`src/rtl/core/qo_pkg.sv`:
```
package qo_pkg;

  localparam int unsigned COUNT_WIDTH_DEF = 16;
  localparam int unsigned SCALE_W         = 24;
  localparam int unsigned MS_W            = 16;
  localparam int unsigned RATE_W          = 32;
  localparam int unsigned ACC_W           = 48;

  localparam logic [SCALE_W-1:0] SCALE_RESET = 24'd65536;

  // operation codes
  typedef enum logic [1:0] {
    OP_SAMPLE = 2'd0,
    OP_UPDATE = 2'd1,
    OP_CLEAR  = 2'd2,
    OP_NONE   = 2'd3
  } op_e;

  // register indexes
  localparam logic [1:0] CFG_LEFT_SCALE  = 2'd0;
  localparam logic [1:0] CFG_RIGHT_SCALE = 2'd1;
  localparam logic [1:0] CFG_TURN_SCALE  = 2'd2;

  // which product is being worked on
  typedef enum logic [1:0] {
    SEL_LEFT  = 2'd0,
    SEL_RIGHT = 2'd1,
    SEL_TURN  = 2'd2
  } rate_sel_e;

  typedef struct packed {
    logic [1:0]      operation;
    logic            left_chan_a;
    logic            left_chan_b;
    logic            right_chan_a;
    logic            right_chan_b;
    logic [MS_W-1:0] elapsed_ms;
  } in_item_t;

  typedef struct packed {
    logic signed [RATE_W-1:0] left_vel;
    logic signed [RATE_W-1:0] right_vel;
    logic signed [RATE_W-1:0] mean_speed;
    logic signed [RATE_W-1:0] turn_rate;
    logic signed [ACC_W-1:0]  total_distance;
    logic signed [ACC_W-1:0]  total_rotation;
  } out_item_t;

  typedef struct packed {
    logic      sample;
    logic      clear;
    logic      snap;
    logic      mul;
    logic      prep;
    logic      div_step;
    logic      store;
    logic      emit;
    rate_sel_e sel;
  } qo_cmd_t;

  typedef struct packed {
    logic out_free;
  } qo_stat_t;

endpackage

```
`src/rtl/core/qo_stream_if.sv`:
```
interface qo_stream_if #(
  parameter type T = logic
);
  logic valid;
  logic ready;
  T     data;

  modport source (output valid, output data, input ready);
  modport sink   (input valid, input data, output ready);
endinterface

```
`src/rtl/core/qo_ctrl.sv`:
```
module qo_ctrl
  import qo_pkg::*;
#(
  parameter int unsigned COUNT_WIDTH = COUNT_WIDTH_DEF
) (
  input  logic       clk_i,
  input  logic       rst_ni,
  input  logic       in_valid_i,
  input  logic [1:0] in_op_i,
  output logic       in_ready_o,
  input  qo_stat_t   stat_i,
  output qo_cmd_t    cmd_o
);

  // dividend bits: |product| plus the x1000 growth
  localparam int unsigned NW     = COUNT_WIDTH + SCALE_W + 10;
  localparam int unsigned STEP_W = $clog2(NW);
  localparam logic [STEP_W-1:0] LAST_STEP = STEP_W'(NW - 1);

  typedef enum logic [2:0] {
    S_IDLE,
    S_MUL,
    S_PREP,
    S_DIV,
    S_STORE,
    S_EMIT
  } state_e;

  state_e            state_q, state_d;
  rate_sel_e         sel_q, sel_d;
  logic [STEP_W-1:0] step_q, step_d;
  op_e               op;

  assign op         = op_e'(in_op_i);
  assign in_ready_o = (state_q == S_IDLE);

  always_comb begin
    state_d = state_q;
    sel_d   = sel_q;
    step_d  = step_q;
    cmd_o   = '0;
    cmd_o.sel = sel_q;
    unique case (state_q)
      S_IDLE: begin
        if (in_valid_i) begin
          unique case (op)
            OP_SAMPLE: cmd_o.sample = 1'b1;
            OP_CLEAR:  cmd_o.clear  = 1'b1;
            OP_UPDATE: begin
              cmd_o.snap = 1'b1;
              sel_d      = SEL_LEFT;
              state_d    = S_MUL;
            end
            default: ;
          endcase
        end
      end
      S_MUL: begin
        cmd_o.mul = 1'b1;
        state_d   = S_PREP;
      end
      S_PREP: begin
        cmd_o.prep = 1'b1;
        step_d     = LAST_STEP;
        state_d    = S_DIV;
      end
      S_DIV: begin
        cmd_o.div_step = 1'b1;
        step_d         = step_q - 1'b1;
        if (step_q == '0) state_d = S_STORE;
      end
      S_STORE: begin
        cmd_o.store = 1'b1;
        unique case (sel_q)
          SEL_LEFT: begin
            sel_d   = SEL_RIGHT;
            state_d = S_MUL;
          end
          SEL_RIGHT: begin
            sel_d   = SEL_TURN;
            state_d = S_MUL;
          end
          default: state_d = S_EMIT;
        endcase
      end
      S_EMIT: begin
        if (stat_i.out_free) begin
          cmd_o.emit = 1'b1;
          state_d    = S_IDLE;
        end
      end
      default: state_d = S_IDLE;
    endcase
  end

  always_ff @(posedge clk_i or negedge rst_ni) begin
    if (!rst_ni) begin
      state_q <= S_IDLE;
      sel_q   <= SEL_LEFT;
      step_q  <= '0;
    end else begin
      state_q <= state_d;
      sel_q   <= sel_d;
      step_q  <= step_d;
    end
  end

endmodule

```
`src/rtl/core/qo_datapath.sv`:
```
module qo_datapath
  import qo_pkg::*;
#(
  parameter int unsigned COUNT_WIDTH = COUNT_WIDTH_DEF
) (
  input  logic               clk_i,
  input  logic               rst_ni,
  input  logic               cfg_we_i,
  input  logic [1:0]         cfg_idx_i,
  input  logic [SCALE_W-1:0] cfg_data_i,
  input  in_item_t           in_data_i,
  input  qo_cmd_t            cmd_i,
  output qo_stat_t           stat_o,
  output logic               out_valid_o,
  input  logic               out_ready_i,
  output out_item_t          out_data_o
);

  localparam int unsigned CW = COUNT_WIDTH;
  localparam int unsigned PW = CW + SCALE_W + 1;  // signed product
  localparam int unsigned MW = CW + SCALE_W;      // product magnitude
  localparam int unsigned NW = MW + 10;           // magnitude * 1000
  localparam int unsigned SW = ((PW > ACC_W) ? PW : ACC_W) + 1;

  localparam logic signed [CW-1:0] CNT_MAX = {1'b0, {(CW-1){1'b1}}};
  localparam logic signed [CW-1:0] CNT_MIN = {1'b1, {(CW-1){1'b0}}};
  localparam logic signed [SW-1:0] ACC_MAX_X = {{(SW-ACC_W+1){1'b0}}, {(ACC_W-1){1'b1}}};
  localparam logic signed [SW-1:0] ACC_MIN_X = {{(SW-ACC_W+1){1'b1}}, {(ACC_W-1){1'b0}}};
  localparam logic [RATE_W:0] LIM_POS = {2'b00, {(RATE_W-1){1'b1}}};
  localparam logic [RATE_W:0] LIM_NEG = {2'b01, {(RATE_W-1){1'b0}}};

  function automatic logic [CW-1:0] step_cnt(input logic [CW-1:0] c, input logic up);
    logic [CW-1:0] r;
    if (up) r = (c == CNT_MAX) ? c : c + 1'b1;
    else    r = (c == CNT_MIN) ? c : c - 1'b1;
    return r;
  endfunction

  function automatic logic [ACC_W-1:0] acc_sat(input logic [ACC_W-1:0] acc,
                                               input logic [PW-1:0] inc);
    logic signed [SW-1:0] s;
    s = $signed({{(SW-ACC_W){acc[ACC_W-1]}}, acc}) + $signed({{(SW-PW){inc[PW-1]}}, inc});
    if (s > ACC_MAX_X)      s = ACC_MAX_X;
    else if (s < ACC_MIN_X) s = ACC_MIN_X;
    return s[ACC_W-1:0];
  endfunction

  // config and odometry state
  logic [SCALE_W-1:0] scale_l_q, scale_r_q, scale_t_q;
  logic               prev_la_q, prev_ra_q;
  logic [CW-1:0]      cnt_l_q, cnt_r_q;
  logic [ACC_W-1:0]   dist_q, rot_q;

  // working registers
  logic [CW-1:0]      snap_l_q, snap_r_q;
  logic [MS_W-1:0]    ms_q;
  logic [PW-1:0]      prod_q;
  logic               neg_q;
  logic [NW-1:0]      num_q;
  logic [MS_W-1:0]    rem_q;
  logic [RATE_W:0]    quot_q;
  logic               ovf_q;
  logic [RATE_W-1:0]  rate_l_q, rate_r_q, rate_t_q;
  out_item_t          out_q;
  logic               out_valid_q;

  // multiplier operands
  logic signed [CW:0]           mul_a;
  logic signed [SCALE_W:0]      mul_b;
  logic signed [CW+SCALE_W+1:0] mul_full;

  always_comb begin
    case (cmd_i.sel)
      SEL_LEFT: begin
        mul_a = $signed({snap_l_q[CW-1], snap_l_q});
        mul_b = $signed({1'b0, scale_l_q});
      end
      SEL_RIGHT: begin
        mul_a = $signed({snap_r_q[CW-1], snap_r_q});
        mul_b = $signed({1'b0, scale_r_q});
      end
      default: begin
        mul_a = $signed({snap_l_q[CW-1], snap_l_q}) - $signed({snap_r_q[CW-1], snap_r_q});
        mul_b = $signed({1'b0, scale_t_q});
      end
    endcase
  end

  assign mul_full = mul_a * mul_b;

  // magnitude, then x1000 as shifts
  logic [PW-1:0] mag_full;
  logic [NW-1:0] mag_ext, num_d;
  assign mag_full = prod_q[PW-1] ? (~prod_q + 1'b1) : prod_q;
  assign mag_ext  = {10'd0, mag_full[MW-1:0]};
  assign num_d    = (mag_ext << 10) - (mag_ext << 4) - (mag_ext << 3);

  // restoring divide, one quotient bit per cycle
  logic [MS_W:0] trial, diff;
  logic          ge;
  assign trial = {rem_q, num_q[NW-1]};
  assign diff  = trial - {1'b0, ms_q};
  assign ge    = (trial >= {1'b0, ms_q});

  // saturate and sign the quotient
  logic [RATE_W:0]   lim, v, v_neg;
  logic [RATE_W-1:0] rate_val;
  assign lim      = neg_q ? LIM_NEG : LIM_POS;
  assign v        = (ovf_q || (quot_q > lim)) ? lim : quot_q;
  assign v_neg    = ~v + 1'b1;
  assign rate_val = neg_q ? v_neg[RATE_W-1:0] : v[RATE_W-1:0];

  logic signed [RATE_W:0] sum;
  assign sum = $signed({rate_l_q[RATE_W-1], rate_l_q}) + $signed({rate_r_q[RATE_W-1], rate_r_q});

  always_ff @(posedge clk_i or negedge rst_ni) begin
    if (!rst_ni) begin
      scale_l_q   <= SCALE_RESET;
      scale_r_q   <= SCALE_RESET;
      scale_t_q   <= SCALE_RESET;
      prev_la_q   <= 1'b0;
      prev_ra_q   <= 1'b0;
      cnt_l_q     <= '0;
      cnt_r_q     <= '0;
      dist_q      <= '0;
      rot_q       <= '0;
      out_valid_q <= 1'b0;
    end else begin
      if (cfg_we_i) begin
        case (cfg_idx_i)
          CFG_LEFT_SCALE:  scale_l_q <= cfg_data_i;
          CFG_RIGHT_SCALE: scale_r_q <= cfg_data_i;
          CFG_TURN_SCALE:  scale_t_q <= cfg_data_i;
          default: ;
        endcase
      end
      if (cmd_i.sample) begin
        if (in_data_i.left_chan_a != prev_la_q)
          cnt_l_q <= step_cnt(cnt_l_q, in_data_i.left_chan_a == in_data_i.left_chan_b);
        if (in_data_i.right_chan_a != prev_ra_q)
          cnt_r_q <= step_cnt(cnt_r_q, in_data_i.right_chan_a != in_data_i.right_chan_b);
        prev_la_q <= in_data_i.left_chan_a;
        prev_ra_q <= in_data_i.right_chan_a;
      end
      if (cmd_i.clear || cmd_i.snap) begin
        cnt_l_q <= '0;
        cnt_r_q <= '0;
      end
      if (cmd_i.prep) begin
        if (cmd_i.sel == SEL_LEFT) dist_q <= acc_sat(dist_q, prod_q);
        if (cmd_i.sel == SEL_TURN) rot_q  <= acc_sat(rot_q, prod_q);
      end
      if (cmd_i.emit)       out_valid_q <= 1'b1;
      else if (out_ready_i) out_valid_q <= 1'b0;
    end
  end

  always_ff @(posedge clk_i) begin
    if (cmd_i.snap) begin
      snap_l_q <= cnt_l_q;
      snap_r_q <= cnt_r_q;
      ms_q     <= (in_data_i.elapsed_ms == '0) ? MS_W'(1) : in_data_i.elapsed_ms;
    end
    if (cmd_i.mul) prod_q <= mul_full[PW-1:0];
    if (cmd_i.prep) begin
      neg_q  <= prod_q[PW-1];
      num_q  <= num_d;
      rem_q  <= '0;
      quot_q <= '0;
      ovf_q  <= 1'b0;
    end
    if (cmd_i.div_step) begin
      num_q  <= num_q << 1;
      rem_q  <= ge ? diff[MS_W-1:0] : trial[MS_W-1:0];
      quot_q <= {quot_q[RATE_W-1:0], ge};
      ovf_q  <= ovf_q | quot_q[RATE_W];
    end
    if (cmd_i.store) begin
      case (cmd_i.sel)
        SEL_LEFT:  rate_l_q <= rate_val;
        SEL_RIGHT: rate_r_q <= rate_val;
        default:   rate_t_q <= rate_val;
      endcase
    end
    if (cmd_i.emit) begin
      out_q.left_vel       <= rate_l_q;
      out_q.right_vel      <= rate_r_q;
      out_q.mean_speed     <= sum[RATE_W:1];
      out_q.turn_rate      <= rate_t_q;
      out_q.total_distance <= dist_q;
      out_q.total_rotation <= rot_q;
    end
  end

  assign stat_o.out_free = !out_valid_q || out_ready_i;
  assign out_valid_o     = out_valid_q;
  assign out_data_o      = out_q;

endmodule

```
`src/rtl/core/quadrature_odometry.sv`:
```
// Channel   Dir  Beat payload                                Handshake
// in_if     in   operation, four pin levels, elapsed_ms      valid/ready
// out_if    out  three speeds, turn rate, two totals         valid/ready
// cfg       in   cfg_we_i, cfg_idx_i, cfg_data_i (24 bit)    write enable, no wait
//
// Sample and clear beats leave ready high, so pin samples can come back to back.
// An update beat holds ready low while the bit-serial divider, one bit per cycle, runs
// three times, plus any wait for the output register.
// Reset zeroes counts and accumulators and sets every scale to 1.0; no clearing pass.
// A result held in the output register blocks nothing until the next update is ready
// to emit; that update then waits there with ready low.
module quadrature_odometry
  import qo_pkg::*;
#(
  parameter int unsigned COUNT_WIDTH = COUNT_WIDTH_DEF
) (
  input  logic               clk_i,
  input  logic               rst_ni,
  input  logic               cfg_we_i,
  input  logic [1:0]         cfg_idx_i,
  input  logic [SCALE_W-1:0] cfg_data_i,
  qo_stream_if.sink          in_if,
  qo_stream_if.source        out_if
);

  qo_cmd_t  cmd;
  qo_stat_t stat;
  in_item_t in_data;
  out_item_t out_data;

  assign in_data = in_if.data;

  // sequencer: accepts beats when idle, steps the rate pipeline for updates
  qo_ctrl #(
    .COUNT_WIDTH(COUNT_WIDTH)
  ) u_ctrl (
    .clk_i      (clk_i),
    .rst_ni     (rst_ni),
    .in_valid_i (in_if.valid),
    .in_op_i    (in_data.operation),
    .in_ready_o (in_if.ready),
    .stat_i     (stat),
    .cmd_o      (cmd)
  );

  // counters, multiplier, divider, accumulators and the output register
  qo_datapath #(
    .COUNT_WIDTH(COUNT_WIDTH)
  ) u_dp (
    .clk_i       (clk_i),
    .rst_ni      (rst_ni),
    .cfg_we_i    (cfg_we_i),
    .cfg_idx_i   (cfg_idx_i),
    .cfg_data_i  (cfg_data_i),
    .in_data_i   (in_data),
    .cmd_i       (cmd),
    .stat_o      (stat),
    .out_valid_o (out_if.valid),
    .out_ready_i (out_if.ready),
    .out_data_o  (out_data)
  );

  assign out_if.data = out_data;

endmodule

```
`src/flat_wrapper.sv`:
```
// flat-port wrapper written by rule: the top's interface ports become plain ports
module quadrature_odometry_flat import qo_pkg::*;
#(
  parameter int unsigned COUNT_WIDTH = COUNT_WIDTH_DEF
)
  (clk_i, rst_ni, cfg_we_i, cfg_idx_i, cfg_data_i, in_if_valid, in_if_data, in_if_ready, out_if_valid, out_if_data, out_if_ready);
  qo_stream_if #(.T(in_item_t)) in_if_i ();
  qo_stream_if #(.T(out_item_t)) out_if_i ();
  input  logic clk_i;
  input  logic rst_ni;
  input  logic cfg_we_i;
  input  logic [1:0] cfg_idx_i;
  input  logic [SCALE_W-1:0] cfg_data_i;
  input wire logic [$bits(in_if_i.valid)-1:0] in_if_valid;
  input wire logic [$bits(in_if_i.data)-1:0] in_if_data;
  output wire logic [$bits(in_if_i.ready)-1:0] in_if_ready;
  output wire logic [$bits(out_if_i.valid)-1:0] out_if_valid;
  output wire logic [$bits(out_if_i.data)-1:0] out_if_data;
  input wire logic [$bits(out_if_i.ready)-1:0] out_if_ready;
  assign in_if_i.valid = in_if_valid;
  assign in_if_i.data = in_if_data;
  assign in_if_ready = in_if_i.ready;
  assign out_if_valid = out_if_i.valid;
  assign out_if_data = out_if_i.data;
  assign out_if_i.ready = out_if_ready;
  quadrature_odometry #(.COUNT_WIDTH(COUNT_WIDTH)) u_core (.clk_i(clk_i), .rst_ni(rst_ni), .cfg_we_i(cfg_we_i), .cfg_idx_i(cfg_idx_i), .cfg_data_i(cfg_data_i), .in_if(in_if_i), .out_if(out_if_i));
endmodule
```
`config.mk`:
```
export PLATFORM = sky130hd
export DESIGN_NAME = quadrature_odometry_flat
export DESIGN_NICKNAME = d
export VERILOG_FILES = /design/src/rtl/core/qo_pkg.sv /design/src/rtl/core/qo_stream_if.sv /design/src/rtl/core/qo_ctrl.sv /design/src/rtl/core/qo_datapath.sv /design/src/rtl/core/quadrature_odometry.sv /design/src/flat_wrapper.sv
export SDC_FILE = /design/constraint.sdc
export NUM_CORES = 2
export LEC_CHECK = 0
export BUFFER_PORTS_ARGS = -buffer_cell sky130_fd_sc_hd__buf_4
export CAP_MARGIN = 10
export CORE_ASPECT_RATIO = 1.2
export CORE_MARGIN = 3
export CORE_UTILIZATION = 35
export CTS_CLUSTER_DIAMETER = 80
export DETAILED_ROUTE_END_ITERATION = 10
export SYNTH_ARGS = -nofsm -noshare
export SYNTH_HDL_FRONTEND = slang
export SYNTH_SLANG_ARGS = --single-unit
```
`constraint.sdc`:
```
create_clock -name clk_i -period 31.8 [get_ports clk_i]
set_input_delay 1.59 -clock clk_i [delete_from_list [all_inputs] [get_ports clk_i]]
set_output_delay 1.59 -clock clk_i [all_outputs]
set_load 0.01 [all_outputs]
```
==> flow_metrics.tcl <==
set metrics [dict create \
    drive_above_1_share 0.112 \
    hold_viol 0 \
    synth.cell_area_sq_um 55200 \
    relSlewSlack 0.210 \
    num_vias 41100 \
    cts.reportedPaths.clkPinSlew_ns 0.07 \
    cts_buffers 81 \
    maxCapViolCount 0 \
    cp.arrival_ns 10.45 \
    period_share 0.316 \
    start_util 0.352 \
    drtAntennaViolNets 0 \
    core_area_sq_um 157000 \
    cts_resized 0 \
    cts_tree "built" \
    synth_cell_types 98 \
    dieArea_sq_um 162000 \
    rsz0062_at_grt "false" \
    final_nets 6550 \
    wl_met1_microns 64300 \
    slowest_delay_ns 0.64 \
    area.sequential_sq_um 20600 \
    grt_pass1_vias 41500 \
    clk_latency_ns 0.70 \
    fin_crit_ns 10.04 \
    drt_iter0_drc 2617 \
    final.setup.tns_ns 0 \
    crit_top_cell "fa_1" \
    holdPathStages 0 \
    cts_setup_buffers 0 \
    wl_per_cell_microns 18.4 \
    layout_common_cells "inv_1 (578), nand2_1 (541), edfxtp_1 (507)" \
    layout-area-overhead-vs-synth_pct 13.7 \
    reg2reg_depth 33 \
    grt_max_degree 99 \
    yosys_most_used_dff "edfxtp_1" \
    hold_class "reg2reg" \
    top_layer "met4" \
    drc_errors 0 \
    cts_buffer_depth 3 \
    gp_congestion 0.919 \
    status "finished clean" \
    post-route-util 0.401 \
    seq_area_frac_synth 0.373 \
    antenna_found_initial 3 \
    crit_path_max_fanout 19 \
    clockRootBuffer "clkbuf_16" \
    netlist_instances 5504 \
    via_per_inst 5.21 \
    n_fill_cell 15200 \
    multi_input_area_sq_um 31600 \
    syn-num-nets 6339 \
    synth_edf_count 507 \
    final_common_cell "inv_1" \
    grt.overflow.total 0 \
    ios 279 \
    setup_violations 0 \
    drt-total-wl_microns 145000 \
    clkSinkCount 721 \
    portBuffers 278 \
    yosys_register_bits 721 \
    worstMarginPinSlew_ns 1.18 \
    skew_ns 0.0569 \
    synth-async-reset-ratio 0.297 \
    core.rowCount 159 \
    global_route.usage.total 0.178 \
    dp_hpwl_microns 111000 \
    grt_pass1_wl_microns 232000 \
    die-width_microns 368 \
    route.met2.wl_microns 70000 \
    fp.dieH_microns 441 \
    required_ns 32.22 \
    htreeDepth 3 \
    syn_avg_cell_area_sq_um 10.0 \
    worstSetupStartpointType "register" \
    path_class "reg2reg" \
    cpMaxStageDelayCell "a2111oi_0" \
    slew_violations 0 \
    drt-pass1-iter-count 5 \
    yosys_warnings 0 \
    worstSetupEndpointType "register" \
    wl_met3_microns 7140 \
    max_freq_mhz 99.6 \
    cts_hold_repair.buffers 0 \
]
[state kept, by name, summed over array words and instances (netlist names), 2 cells and up]
register                cells
u_core.u_dp.out_data_o    224
u_core.u_dp.dist_q         48
u_core.u_dp.rot_q          48
u_core.u_dp.num_q          47
u_core.u_dp.prod_q         41
u_core.u_dp.quot_q         33
u_core.u_dp.rate_l_q       32
u_core.u_dp.rate_r_q       32
u_core.u_dp.rate_t_q       32
u_core.u_dp.scale_l_q      24
u_core.u_dp.scale_r_q      24
u_core.u_dp.scale_t_q      24
u_core.u_dp.cnt_l_q        16
u_core.u_dp.cnt_r_q        16
u_core.u_dp.ms_q           16
u_core.u_dp.rem_q          16
u_core.u_dp.snap_l_q       16
u_core.u_dp.snap_r_q       16
u_core.u_ctrl.step_q        6
u_core.u_ctrl.state_q       3
u_core.u_ctrl.sel_q         2
[critical path, delay by kind of cell (launching register included)]
| family | cells | cell delay, ns |
|---|---|---|
| buffers and inverters | 5 | 0.81 |
| AOI/OAI and AO/OA | 13 | 3.57 |
| adders and majority gates | 9 | 4.05 |
| xor gates and xnor gates | 1 | 0.08 |
| DFF | 1 | 0.40 |
| and+or+nand+nor | 5 | 0.84 |
[path summary, 6_finish.rpt]
kind	startpoint	end	slack, ns
max reg2reg	u_core.u_dp.snap_r_q[0]	u_core.u_dp.prod_q[39]	21.76
min in group asynchronous	rst_ni	u_core.u_dp.scale_l_q[20]	0.98
max	u_core.u_dp.snap_r_q[0]	u_core.u_dp.prod_q[39]	21.76
max in group asynchronous	rst_ni	u_core.u_dp.cnt_l_q[10]	29.43
min reg2reg	u_core.u_dp.rate_t_q[30]	u_core.u_dp.out_data_o[126]	0.39
min	u_core.u_dp.rate_t_q[30]	u_core.u_dp.out_data_o[126]	0.39
[synthesized netlist by cell type, types with 52 or more instances]
master | number | area (sq um)
a21o_1 | 153 | 1150
a21oi_1 | 288 | 1440
and3_1 | 52 | 325
clkbuf_1 | 194 | 728
dfrtp_1 | 211 | 5280
edfxtp_1 | 507 | 15200
fa_1 | 369 | 7390
ha_1 | 413 | 5170
inv_1 | 578 | 2170
mux2_2 | 77 | 867
mux2i_1 | 63 | 631
nand2_1 | 541 | 2030
nand2b_1 | 66 | 413
nand3_1 | 89 | 445
nor2_1 | 460 | 1730
nor3_1 | 77 | 385
o21a_1 | 85 | 638
o21ai_0 | 315 | 1580
xnor2_1 | 184 | 1610
xor2_1 | 85 | 744
[area by class of cell]
| class | count | share of cell area |
|---|---|---|
| Clock buffer | 100 | 0.0356 |
| Inverter | 582 | 0.0349 |
| Clock inverter | 52 | 0.0133 |
| Timing Repair Buffer | 351 | 0.0421 |
| Multi-Input combinational cell | 3978 | 0.504 |
| Antenna cell | 2 | 0.0000798 |
| Tap cell | 2093 | 0.0417 |
| Sequential cell | 721 | 0.328 |
[metal layers]
| metal | vias to the layer above | track usage |
|---|---|---|
| met5 | - | 0 |
| met4 | 0 | 0.0530 |
| met3 | 230 | 0.0267 |
| met2 | 1000 | 0.303 |
| met1 | 20200 | 0.233 |
| li1 | 19600 | - |
[per-stage QoR]
step                worst slack (ns)  hold slack (ns)  cell area [sq um]  cells
global placement               21.91            0.401              59700   7725
finish                         21.76            0.389              62700   7879
detailed placement             21.77            0.405              59700   7725
CTS                            21.69            0.394              62700   7877
global route                   21.09            0.410              62700   7878
floorplan                      12.86            0.400              55200   5504
[logic make-up after synthesis]
kind of cell / after synthesis / synth area share
and+or+nand+nor: 1547 / 0.130
AOI/OAI and AO/OA: 1239 / 0.145
buffers and inverters: 805 / 0.0551
adders and majority gates: 782 / 0.228
DFF: 721 / 0.373
xor gates and xnor gates: 270 / 0.0430
muxes: 140 / 0.0271
Power is left out: the tool's default activity adds up to more than one toggle a clock period on the data nets, which glitch-free logic cannot reach.
